**src/rtl/fsdl_pkg.sv**
```systemverilog
// Package with the shared constants, types and codes of the fair-share debt limiter.
`default_nettype none
package fsdl_pkg;

  // Slot table geometry.
  localparam int MAX_SLOTS        = 16;
  localparam int SLOT_W           = $clog2(MAX_SLOTS);
  localparam int CNT_W            = $clog2(MAX_SLOTS + 1);
  localparam int DEBT_W           = 32;

  // Field and register widths.
  localparam int KIND_W           = 2;
  localparam int BYTES_W          = 12;
  localparam int MS_W             = 16;
  localparam int RATE_W           = 24;
  localparam int CEIL_W           = 28;
  localparam int BUDGET_W         = 40;
  localparam int CFG_IDX_W        = 1;
  localparam int CFG_DATA_W       = 28;

  // Limits of the repayment scheme.
  localparam int MAX_PACKET_BYTES = 2800;
  localparam int REPAY_ROUNDS     = 4;
  localparam int ROUND_W          = $clog2(REPAY_ROUNDS + 1);
  localparam int ONE_BYTE         = 256;
  localparam int FRAC_BITS        = 8;

  // Budget is rate * ms * 1024 / 1000.
  localparam int MS_SCALE_SHIFT   = 10;
  localparam int MS_SCALE_DIV     = 1000;
  localparam int PROD_W           = RATE_W + MS_W;

  // Shared divider geometry, two quotient bits per cycle.
  localparam int DIV_N_W          = PROD_W + MS_SCALE_SHIFT;
  localparam int DIV_D_W          = 10;
  localparam int DIV_STEPS        = DIV_N_W / 2;
  localparam int DIV_CNT_W        = $clog2(DIV_STEPS);

  // Reset values of the registers.
  localparam logic [RATE_W-1:0] RATE_RESET = RATE_W'(256);
  localparam logic [CEIL_W-1:0] CEIL_RESET = CEIL_W'(4096000);

  // Configuration register indexes.
  localparam logic [CFG_IDX_W-1:0] CFG_RATE_LIMIT   = 1'b0;
  localparam logic [CFG_IDX_W-1:0] CFG_DEBT_CEILING = 1'b1;

  // Item kinds.
  localparam logic [KIND_W-1:0] KIND_TICK   = 2'd0;
  localparam logic [KIND_W-1:0] KIND_CHARGE = 2'd1;
  localparam logic [KIND_W-1:0] KIND_CLEAR  = 2'd2;

  // Control sequencer states.
  typedef enum logic [3:0] {
    ST_IDLE,
    ST_RMW,
    ST_MUL,
    ST_BGO,
    ST_BWAIT,
    ST_RCHK,
    ST_SGO,
    ST_SWAIT,
    ST_SWEEP,
    ST_FRD,
    ST_FOUT
  } state_t;

  // Request to the shared divider.
  typedef struct packed {
    logic                start;
    logic [DIV_N_W-1:0]  dividend;
    logic [DIV_D_W-1:0]  divisor;
  } div_req_t;

endpackage
`default_nettype wire

```
**src/rtl/fair_share_debt_limiter.sv**
```systemverilog
// Top level of the fair-share debt limiter: sequencer, debt table and repayment logic.
//
// An item is taken when start is high and busy is low; exactly one result
// follows, shown for one cycle with out_valid, and the receiver cannot stall
// it. A charge, clear or unused kind reads the debt table, then writes the
// update and loads the result. A tick computes the budget (one multiply, then
// the shared divider), then runs up to four rounds of a share division and a
// sweep of the 16 slots through the table's single read port, then a final
// read of the addressed slot. The debt table needs no clearing pass: one
// valid flag per slot makes an unwritten or cleared slot read as zero.
`default_nettype none
module fair_share_debt_limiter (
  input  wire logic                              clk,
  input  wire logic                              rst_n,
  // Command channel.
  input  wire logic                              start,
  output logic                                   busy,
  input  wire logic [fsdl_pkg::KIND_W-1:0]       in_kind,
  input  wire logic [fsdl_pkg::SLOT_W-1:0]       in_slot,
  input  wire logic [fsdl_pkg::BYTES_W-1:0]      in_byte_count,
  input  wire logic [fsdl_pkg::MS_W-1:0]         in_elapsed_ms,
  // Result channel.
  output logic                                   out_valid,
  output logic                                   out_blocked,
  output logic      [fsdl_pkg::DEBT_W-1:0]       out_slot_debt,
  output logic      [fsdl_pkg::BUDGET_W-1:0]     out_budget_left,
  output logic      [fsdl_pkg::CNT_W-1:0]        out_slots_in_debt,
  // Configuration port.
  input  wire logic                              cfg_we,
  input  wire logic [fsdl_pkg::CFG_IDX_W-1:0]    cfg_index,
  input  wire logic [fsdl_pkg::CFG_DATA_W-1:0]   cfg_wdata
);

  localparam int SW = fsdl_pkg::SLOT_W;
  localparam int DW = fsdl_pkg::DEBT_W;
  localparam int BW = fsdl_pkg::BUDGET_W;
  localparam int CW = fsdl_pkg::CNT_W;

  fsdl_pkg::state_t state_r, state_nxt;

  // Configuration registers.
  logic [fsdl_pkg::RATE_W-1:0] rate_r;
  logic [fsdl_pkg::CEIL_W-1:0] ceil_r;

  // Latched item.
  logic [fsdl_pkg::KIND_W-1:0]  kind_r;
  logic [SW-1:0]                slot_r;
  logic [fsdl_pkg::BYTES_W-1:0] bytes_r;
  logic [fsdl_pkg::MS_W-1:0]    ms_r;

  // Tick working registers.
  logic [fsdl_pkg::PROD_W-1:0]  prod_r;
  logic [BW-1:0]                budget_r, budget_nxt;
  logic [BW-1:0]                share_r;
  logic [fsdl_pkg::ROUND_W-1:0] round_r, round_nxt;
  logic [SW-1:0]                idx_r, idx_nxt;

  // Slot bookkeeping.
  logic [fsdl_pkg::MAX_SLOTS-1:0] valid_r;
  logic                           rvalid_r;
  logic [CW-1:0]                  cnt_r, cnt_nxt;

  // Result registers.
  logic          out_valid_r;
  logic          out_blocked_r;
  logic [DW-1:0] out_debt_r;
  logic [BW-1:0] out_budget_r;
  logic [CW-1:0] out_cnt_r;

  // Memory and divider connections.
  logic           mem_we, mem_re;
  logic [SW-1:0]  mem_waddr, mem_raddr;
  logic [DW-1:0]  mem_wdata, mem_q;
  logic [DW-1:0]  debt_cur;
  logic           clr_slot;
  logic           out_load;
  logic           blocked_c;
  fsdl_pkg::div_req_t        div_req;
  logic                      div_done;
  logic [fsdl_pkg::DIV_N_W-1:0] div_q;

  // Charge arithmetic.
  logic [fsdl_pkg::BYTES_W-1:0] bytes_clamped;
  logic [DW:0]                  charge_sum;
  logic [DW-1:0]                charged;

  fsdl_ram u_ram (
    .clk   (clk),
    .we    (mem_we),
    .waddr (mem_waddr),
    .wdata (mem_wdata),
    .re    (mem_re),
    .raddr (mem_raddr),
    .rdata (mem_q)
  );

  fsdl_div u_div (
    .clk   (clk),
    .rst_n (rst_n),
    .req   (div_req),
    .done  (div_done),
    .quot  (div_q)
  );

  // A slot never written since reset or clear reads as zero.
  assign debt_cur = rvalid_r ? mem_q : '0;

  // Charge: clamp the packet, add it in fixed point and saturate.
  always_comb begin
    bytes_clamped = (bytes_r > fsdl_pkg::BYTES_W'(fsdl_pkg::MAX_PACKET_BYTES)) ?
                    fsdl_pkg::BYTES_W'(fsdl_pkg::MAX_PACKET_BYTES) : bytes_r;
    charge_sum = {1'b0, debt_cur} +
                 (DW + 1)'({bytes_clamped, {fsdl_pkg::FRAC_BITS{1'b0}}});
    charged    = charge_sum[DW] ? {DW{1'b1}} : charge_sum[DW-1:0];
    blocked_c  = (kind_r == fsdl_pkg::KIND_CHARGE) &&
                 (debt_cur > DW'(ceil_r));
  end

  // Sequencer: next state, memory access, divider requests and bookkeeping.
  always_comb begin
    state_nxt  = state_r;
    budget_nxt = budget_r;
    round_nxt  = round_r;
    idx_nxt    = idx_r;
    cnt_nxt    = cnt_r;
    mem_we     = 1'b0;
    mem_waddr  = idx_r;
    mem_wdata  = '0;
    mem_re     = 1'b0;
    mem_raddr  = slot_r;
    clr_slot   = 1'b0;
    out_load   = 1'b0;
    div_req    = '0;
    case (state_r)
      fsdl_pkg::ST_IDLE: begin
        if (start) begin
          if (in_kind == fsdl_pkg::KIND_TICK) begin
            state_nxt = fsdl_pkg::ST_MUL;
          end else begin
            mem_re    = 1'b1;
            mem_raddr = in_slot;
            state_nxt = fsdl_pkg::ST_RMW;
          end
        end
      end
      fsdl_pkg::ST_RMW: begin
        // Charge, clear or no change on the addressed slot.
        mem_waddr = slot_r;
        if (kind_r == fsdl_pkg::KIND_CHARGE && !blocked_c) begin
          mem_we    = 1'b1;
          mem_wdata = charged;
          cnt_nxt   = cnt_r - CW'(debt_cur != '0) + CW'(charged != '0);
        end else if (kind_r == fsdl_pkg::KIND_CLEAR) begin
          clr_slot  = 1'b1;
          cnt_nxt   = cnt_r - CW'(debt_cur != '0);
        end
        out_load  = 1'b1;
        state_nxt = fsdl_pkg::ST_IDLE;
      end
      fsdl_pkg::ST_MUL: begin
        state_nxt = fsdl_pkg::ST_BGO;
      end
      fsdl_pkg::ST_BGO: begin
        div_req.start    = 1'b1;
        div_req.dividend = {prod_r, {fsdl_pkg::MS_SCALE_SHIFT{1'b0}}};
        div_req.divisor  = fsdl_pkg::DIV_D_W'(fsdl_pkg::MS_SCALE_DIV);
        state_nxt        = fsdl_pkg::ST_BWAIT;
      end
      fsdl_pkg::ST_BWAIT: begin
        if (div_done) begin
          budget_nxt = (div_q[fsdl_pkg::DIV_N_W-1:BW] != '0) ? {BW{1'b1}} : div_q[BW-1:0];
          round_nxt  = '0;
          state_nxt  = fsdl_pkg::ST_RCHK;
        end
      end
      fsdl_pkg::ST_RCHK: begin
        // With no slot in debt the remaining rounds change nothing.
        if (round_r != fsdl_pkg::ROUND_W'(fsdl_pkg::REPAY_ROUNDS) &&
            budget_r > BW'(fsdl_pkg::ONE_BYTE) && cnt_r != '0) begin
          state_nxt = fsdl_pkg::ST_SGO;
        end else begin
          state_nxt = fsdl_pkg::ST_FRD;
        end
      end
      fsdl_pkg::ST_SGO: begin
        div_req.start    = 1'b1;
        div_req.dividend = fsdl_pkg::DIV_N_W'(budget_r);
        div_req.divisor  = fsdl_pkg::DIV_D_W'(cnt_r);
        state_nxt        = fsdl_pkg::ST_SWAIT;
      end
      fsdl_pkg::ST_SWAIT: begin
        if (div_done) begin
          idx_nxt   = '0;
          mem_re    = 1'b1;
          mem_raddr = '0;
          state_nxt = fsdl_pkg::ST_SWEEP;
        end
      end
      fsdl_pkg::ST_SWEEP: begin
        // Pay slot idx_r while the next slot is read.
        mem_we    = 1'b1;
        mem_waddr = idx_r;
        if (DW'(debt_cur) > share_r) begin
          mem_wdata  = DW'(debt_cur - DW'(share_r));
          budget_nxt = budget_r - share_r;
        end else begin
          mem_wdata  = '0;
          budget_nxt = budget_r - BW'(debt_cur);
        end
        cnt_nxt = cnt_r - CW'(debt_cur != '0) + CW'(mem_wdata != '0);
        if (idx_r == SW'(fsdl_pkg::MAX_SLOTS - 1)) begin
          round_nxt = round_r + 1'b1;
          state_nxt = fsdl_pkg::ST_RCHK;
        end else begin
          idx_nxt   = idx_r + 1'b1;
          mem_re    = 1'b1;
          mem_raddr = idx_r + 1'b1;
        end
      end
      fsdl_pkg::ST_FRD: begin
        mem_re    = 1'b1;
        mem_raddr = slot_r;
        state_nxt = fsdl_pkg::ST_FOUT;
      end
      fsdl_pkg::ST_FOUT: begin
        out_load  = 1'b1;
        state_nxt = fsdl_pkg::ST_IDLE;
      end
      default: begin
        state_nxt = fsdl_pkg::ST_IDLE;
      end
    endcase
  end

  // State and control registers.
  always_ff @(posedge clk) begin
    if (!rst_n) begin
      state_r     <= fsdl_pkg::ST_IDLE;
      valid_r     <= '0;
      cnt_r       <= '0;
      out_valid_r <= 1'b0;
      rate_r      <= fsdl_pkg::RATE_RESET;
      ceil_r      <= fsdl_pkg::CEIL_RESET;
    end else begin
      state_r     <= state_nxt;
      cnt_r       <= cnt_nxt;
      out_valid_r <= out_load;
      if (mem_we) begin
        valid_r[mem_waddr] <= 1'b1;
      end else if (clr_slot) begin
        valid_r[slot_r] <= 1'b0;
      end
      if (cfg_we) begin
        case (cfg_index)
          fsdl_pkg::CFG_RATE_LIMIT:   rate_r <= cfg_wdata[fsdl_pkg::RATE_W-1:0];
          fsdl_pkg::CFG_DEBT_CEILING: ceil_r <= cfg_wdata[fsdl_pkg::CEIL_W-1:0];
          default: ;
        endcase
      end
    end
  end

  // Datapath registers.
  always_ff @(posedge clk) begin
    if (state_r == fsdl_pkg::ST_IDLE && start) begin
      kind_r  <= in_kind;
      slot_r  <= in_slot;
      bytes_r <= in_byte_count;
      ms_r    <= in_elapsed_ms;
    end
    if (state_r == fsdl_pkg::ST_MUL) begin
      prod_r <= rate_r * ms_r;
    end
    if (state_r == fsdl_pkg::ST_SWAIT && div_done) begin
      share_r <= div_q[BW-1:0];
    end
    if (mem_re) begin
      rvalid_r <= valid_r[mem_raddr] && !(mem_we && mem_waddr == mem_raddr);
    end
    budget_r <= budget_nxt;
    round_r  <= round_nxt;
    idx_r    <= idx_nxt;
  end

  // Result registers, loaded in the cycle that finishes an item.
  always_ff @(posedge clk) begin
    if (out_load) begin
      out_blocked_r <= blocked_c;
      out_cnt_r     <= cnt_nxt;
      if (state_r == fsdl_pkg::ST_RMW) begin
        out_budget_r <= '0;
        if (kind_r == fsdl_pkg::KIND_CHARGE && !blocked_c) begin
          out_debt_r <= charged;
        end else if (kind_r == fsdl_pkg::KIND_CLEAR) begin
          out_debt_r <= '0;
        end else begin
          out_debt_r <= debt_cur;
        end
      end else begin
        out_budget_r <= budget_r;
        out_debt_r   <= debt_cur;
      end
    end
  end

  assign busy              = (state_r != fsdl_pkg::ST_IDLE);
  assign out_valid         = out_valid_r;
  assign out_blocked       = out_blocked_r;
  assign out_slot_debt     = out_debt_r;
  assign out_budget_left   = out_budget_r;
  assign out_slots_in_debt = out_cnt_r;

`ifndef ASSERT_OFF
  // A result comes only from the cycle that finishes an item.
  a_out_src: assert property (@(posedge clk) disable iff (!rst_n)
    out_valid_r |-> ($past(state_r) == fsdl_pkg::ST_RMW || $past(state_r) == fsdl_pkg::ST_FOUT))
    else $error("result without a finishing step");

  // The debt count never exceeds the number of slots.
  a_cnt_max: assert property (@(posedge clk) disable iff (!rst_n)
    cnt_r <= CW'(fsdl_pkg::MAX_SLOTS))
    else $error("slot count out of range");

  // The table is written only by an update or a repayment sweep.
  a_we_src: assert property (@(posedge clk) disable iff (!rst_n)
    mem_we |-> (state_r == fsdl_pkg::ST_RMW || state_r == fsdl_pkg::ST_SWEEP))
    else $error("table write outside an update");

  // A refused charge never carries a budget.
  a_blk_bud: assert property (@(posedge clk) disable iff (!rst_n)
    (out_valid_r && out_blocked_r) |-> (out_budget_r == '0))
    else $error("refused charge with a budget");
`endif

endmodule
`default_nettype wire

```
**src/rtl/fsdl_ram.sv**
```systemverilog
// Debt table memory: one write port and one read port with registered read data.
`default_nettype none
module fsdl_ram (
  input  wire logic                          clk,
  input  wire logic                          we,
  input  wire logic [fsdl_pkg::SLOT_W-1:0]   waddr,
  input  wire logic [fsdl_pkg::DEBT_W-1:0]   wdata,
  input  wire logic                          re,
  input  wire logic [fsdl_pkg::SLOT_W-1:0]   raddr,
  output logic      [fsdl_pkg::DEBT_W-1:0]   rdata
);

  logic [fsdl_pkg::DEBT_W-1:0] mem [fsdl_pkg::MAX_SLOTS];

  // Write port.
  always_ff @(posedge clk) begin
    if (we) begin
      mem[waddr] <= wdata;
    end
  end

  // Read port with registered read data.
  always_ff @(posedge clk) begin
    if (re) begin
      rdata <= mem[raddr];
    end
  end

endmodule
`default_nettype wire

```
**src/rtl/fsdl_div.sv**
```systemverilog
// Iterative unsigned divider that retires two quotient bits per cycle.
`default_nettype none
module fsdl_div (
  input  wire logic                           clk,
  input  wire logic                           rst_n,
  input  wire fsdl_pkg::div_req_t             req,
  output logic                                done,
  output logic      [fsdl_pkg::DIV_N_W-1:0]   quot
);

  localparam int NW = fsdl_pkg::DIV_N_W;
  localparam int DW = fsdl_pkg::DIV_D_W;

  logic                           busy_r;
  logic                           done_r;
  logic [fsdl_pkg::DIV_CNT_W-1:0] cnt_r;
  logic [NW-1:0]                  quo_r;
  logic [DW-1:0]                  rem_r;
  logic [DW-1:0]                  dvs_r;
  logic [DW:0]                    t1;
  logic [DW:0]                    t2;
  logic [DW-1:0]                  r1;
  logic [DW-1:0]                  r2;
  logic                           b1;
  logic                           b2;

  // Two restoring steps per cycle.
  always_comb begin
    t1 = {rem_r, quo_r[NW-1]};
    b1 = (t1 >= {1'b0, dvs_r});
    r1 = b1 ? DW'(t1 - {1'b0, dvs_r}) : t1[DW-1:0];
    t2 = {r1, quo_r[NW-2]};
    b2 = (t2 >= {1'b0, dvs_r});
    r2 = b2 ? DW'(t2 - {1'b0, dvs_r}) : t2[DW-1:0];
  end

  // Control of the iteration.
  always_ff @(posedge clk) begin
    if (!rst_n) begin
      busy_r <= 1'b0;
      done_r <= 1'b0;
      cnt_r  <= '0;
    end else begin
      done_r <= 1'b0;
      if (req.start) begin
        busy_r <= 1'b1;
        cnt_r  <= '0;
      end else if (busy_r) begin
        cnt_r <= cnt_r + 1'b1;
        if (cnt_r == fsdl_pkg::DIV_CNT_W'(fsdl_pkg::DIV_STEPS - 1)) begin
          busy_r <= 1'b0;
          done_r <= 1'b1;
        end
      end
    end
  end

  // Datapath: the dividend shifts out as the quotient shifts in.
  always_ff @(posedge clk) begin
    if (req.start) begin
      quo_r <= req.dividend;
      rem_r <= '0;
      dvs_r <= req.divisor;
    end else if (busy_r) begin
      quo_r <= {quo_r[NW-3:0], b1, b2};
      rem_r <= r2;
    end
  end

  assign done = done_r;
  assign quot = quo_r;

endmodule
`default_nettype wire

```
**config.mk**
```make
export PLATFORM = sky130hd
export DESIGN_NAME = fair_share_debt_limiter
export DESIGN_NICKNAME = d
export VERILOG_FILES = /design/src/rtl/fsdl_pkg.sv /design/src/rtl/fair_share_debt_limiter.sv /design/src/rtl/fsdl_ram.sv /design/src/rtl/fsdl_div.sv
export SDC_FILE = /design/constraint.sdc
export NUM_CORES = 2
export LEC_CHECK = 0
export BUFFER_PORTS_ARGS = -buffer_cell sky130_fd_sc_hd__clkbuf_2
export CORE_AREA = 3 3 374 376
export DETAILED_ROUTE_END_ITERATION = 8
export DIE_AREA = 0 0 377 379
export GPL_TIMING_DRIVEN = 0
export PLACE_DENSITY = 0.63
export SETUP_SLACK_MARGIN = 0.02
export SLEW_MARGIN = 20
export SYNTH_ARGS = -nofsm -noshare
export SYNTH_HDL_FRONTEND = slang
export SYNTH_HIERARCHICAL = 1
export SYNTH_SLANG_ARGS = --single-unit
```
**constraint.sdc**
```tcl
create_clock -name clk -period 5.8 [get_ports clk]
set_input_delay 0.58 -clock clk [delete_from_list [all_inputs] [get_ports clk]]
set_output_delay 0.58 -clock clk [all_outputs]
set_load 0.01 [all_outputs]
```
==> run_results.csv <==
group,metric,value,unit
status,status,"complete, but fails checks",
status,violations,"negative setup slack",
setup_path,cp_data_arrival_time,6.80,ns
detailed_routing,drt.antenna.violating_nets,0,
setup_path,required,6.21,ns
floorplanning,start_util,40.8,%
clock_network,ctsHtreeMaxLevel,3,
logic_synthesis,syn_inst,4643,
flow_run,drv_cap,0,
cells_and_area,area_growth,20.8,%
power,p_sw_share,34.1,%
floorplanning,core_area,137000,um^2
power,net-switching-power,7540,uW
logic_synthesis,avgSynthCellArea,12.1,um^2
logic_synthesis,synth_top_area_share,45.3,%
timing,grt_setup_unrepaired,"yes",
placed_design,place.gp.congestion,0.961,
grt,antenna_found_initial,15,
cells_and_area,finalCoreUtilization,49.3,%
power,p_leak,0.0255,uW
power,peakVddDrop,0.000294,V
floorplanning,die_h,379,um
timing,setup_slack,-0.592,ns
timing,worst_pin_slew,1.09,ns
timing,setup_viol,23,
setup_path,cp_max_fo,4,
setup_path,start_kind,"register",
logic_synthesis,ys_ff_latch,939,
setup_path,cp-end-kind,"register",
cells_and_area,fin_area,67600,um^2
placed_design,place_inst,6641,
clock_network,cts_tree,"built",
timing,finalHoldViolCount,0,
timing,finalCritPeriodShare,110,%
floorplanning,ioPinCount,147,
cells_and_area,fin_cells,7024,
timing,slew-limit-headroom,26.8,%
logic_synthesis,synthMostInstantiatedCell,"edfxtp_1",
grt,grt_max_degree,52,
grt,grt_pass1_wl,256000,um
timing,tns,-6.57,ns
detailed_routing,drt-initial-drc-count,4569,
detailed_routing,drt_pass1_iterations,6,
detailed_routing,wl,177000,um
clock_network,cts.sinks,939,
clock_network,clockRootBuffer,"clkbuf_16",
cells_and_area,num-fill-cells,11900,
floorplanning,dieArea,143000,um^2
clock_network,clock_latency,0.74,ns
grt,grt_use_total,24.3,%
timing,period_needed,6.39,ns
power,power_density,327,nW/um^2
detailed_routing,wl_per_cell,25.2,um
cells_and_area,drive_gt1_share,24.4,%
power,pwr-share-seq,35.6,%
floorplanning,row_count,136,
floorplanning,fp.dieW,377,um
power,p_clk_share,28.4,%
logic_synthesis,synth-edff-count,844,
placed_design,dpl-instance-area,60700,um^2
grt,grt_pass1_vias,38939,
cells_and_area,layout.nets,5780,
grt,overflow,0,
logic_synthesis,ys_top_cells_by_count,"edfxtp_1, inv_1, nand2_1",
detailed_routing,drc,0,
power,intPower,14600,uW
logic_synthesis,yosys_warnings,6,
timing,slew_viol_final,0,
detailed_routing,vias_per_cell,5.65,
setup_path,path_class,"reg2reg",
logic_synthesis,synth_flop_cell,"edfxtp_1",
logic_synthesis,seq_area_frac_synth,48.7,%
logic_synthesis,async_flop_share,0,%
timing,max_freq,156,MHz
logic_synthesis,ys_types,97,
logic_synthesis,synth.cell_area,56000,um^2
hold_path,hold_class,"in2reg",
timing,fin_skew,0.0803,ns
placed_design,dp_hpwl,130000,um
clock_network,clk_pin_slew,0.06,ns
clock_network,cts_buffers,99,
placed_design,port_buffers,146,
detailed_routing,num_vias,39699,
clock_network,cts.path.max_buffers,3,
logic_synthesis,synth_area_leaders,"edfxtp_1, fa_1, ha_1, mux4_2, dfxtp_1",
logic_synthesis,yosys.area.top_type,"edfxtp_1",
power,p_comb_share,36.0,%
[critical path: stages (launching register included)]
cell	delay, ns
edfxtp_1	0.48
buf_6	0.18
clkbuf_8	0.15
and2_1	0.17
fa_2	0.42
fa_1	0.56
fa_1	0.46
fa_1	0.51
fa_1	0.54
inv_1	0.05
fa_2	0.57
inv_2	0.06
ha_4	0.23
a21o_1	0.19
a21o_1	0.17
a221oi_2	0.30
o21ai_1	0.09
a21o_1	0.20
a211oi_2	0.31
a2bb2oi_2	0.23
mux2i_1	0.20
nand2_1	0.06
[worst paths after layout]
check	startpoint	to	slack, ns	cells after the start
max	ms_r[13]	prod_r[36]	-0.59	21
min	in_byte_count[11]	bytes_r[11]	0.05	1
max reg2reg	ms_r[13]	prod_r[36]	-0.59	21
min reg2reg	ceil_r[13]	ceil_r[13]	0.46	2
[layer usage]
metal | vias up | global-route usage, % | wire (um)
li1 | 17478 | - | -
met1 | 20101 | 34.2 | 73700
met2 | 1801 | 37.5 | 79900
met3 | 309 | 4.83 | 16300
met4 | 10 | 8.80 | 7010
met5 | - | 0 | 69
[flip-flops by register name, indices dropped and copies added, names as in the netlist, 16 cells and up]
signal	flops
out_budget_left	40
u_ram/mem	512
budget_r	40
ceil_r	28
rate_r	24
prod_r	40
out_slot_debt	32
share_r	40
u_ram/rdata	32
valid_r	16
u_div/quot	50
ms_r	16
[layout make-up]
type	instances	area (um^2)	area share [%]
multi-input cells	3018	28200	41.7
flip-flops and latches	939	27300	40.4
repair buffers	406	3350	4.95
clock buffers	123	2640	3.91
well taps	1794	2240	3.32
inverters	487	1850	2.73
plain buffers	197	1470	2.17
clock inverters	55	596	0.881
diodes	5	12.5	0.0185
[power groups by stage]
stage / clock (uW) / combinational (uW) / sequential (uW)
floorplan: 0 / 4500 / 7970
global placement: 0 / 6290 / 8060
detailed placement: 0 / 6430 / 8040
CTS: 6410 / 7040 / 7880
global route: 6680 / 8580 / 7890
finish: 6300 / 7960 / 7880
[kinds of logic (layout without fill, tap and decap cells)]
family                   after synthesis  count (layout)  share of synthesized area [%]
adder cells (fa/ha/maj)              565             565                           16.8
flip-flops                           939             939                           48.7
AND/OR/NAND/NOR                     1314            1314                           11.4
buffers and inverters                692            1268                           4.85
multiplexers                         211             211                           6.77
other                                  1              12                        0.00670
AO/OA/AOI/OAI                        779             779                           9.33
XOR/XNOR                             142             142                           2.22
[cell usage in the layout (no fill, tap or decap), drive strengths merged, types with 58 or more instances in the layout]
cell type | Yosys | final
a21boi | 66 | 66
a21o | 58 | 58
a21oi | 206 | 206
a22oi | 66 | 66
and2 | 223 | 223
buf | 55 | 313
clkbuf | 150 | 402
dfxtp | 95 | 95
edfxtp | 844 | 844
fa | 311 | 311
ha | 254 | 254
inv | 487 | 488
mux4 | 128 | 128
nand2 | 482 | 482
nor2 | 251 | 251
nor2b | 75 | 75
o21ai | 127 | 127
xnor2 | 85 | 85
[stage by stage]
step	hold WS (ns)	power, uW	setup WS [ns]
finish	0.0537	22100	-0.592
CTS	0.0110	21300	-0.519
detailed placement	0.460	14500	-2.17
global route	0.0274	23200	-0.811
floorplan	0.440	12500	-0.0954
global placement	0.456	14300	-4.45
[repair_timing]
action,CTS,global route
gates resized for setup,272,282
pin swaps,101,171
setup buffers,123,72
hold buffers,11,0
setup endpoints to repair,1028,54
gates cloned,5,2
hold endpoints to repair,11,0
Note: power is estimated with default switching activity, not from simulation.
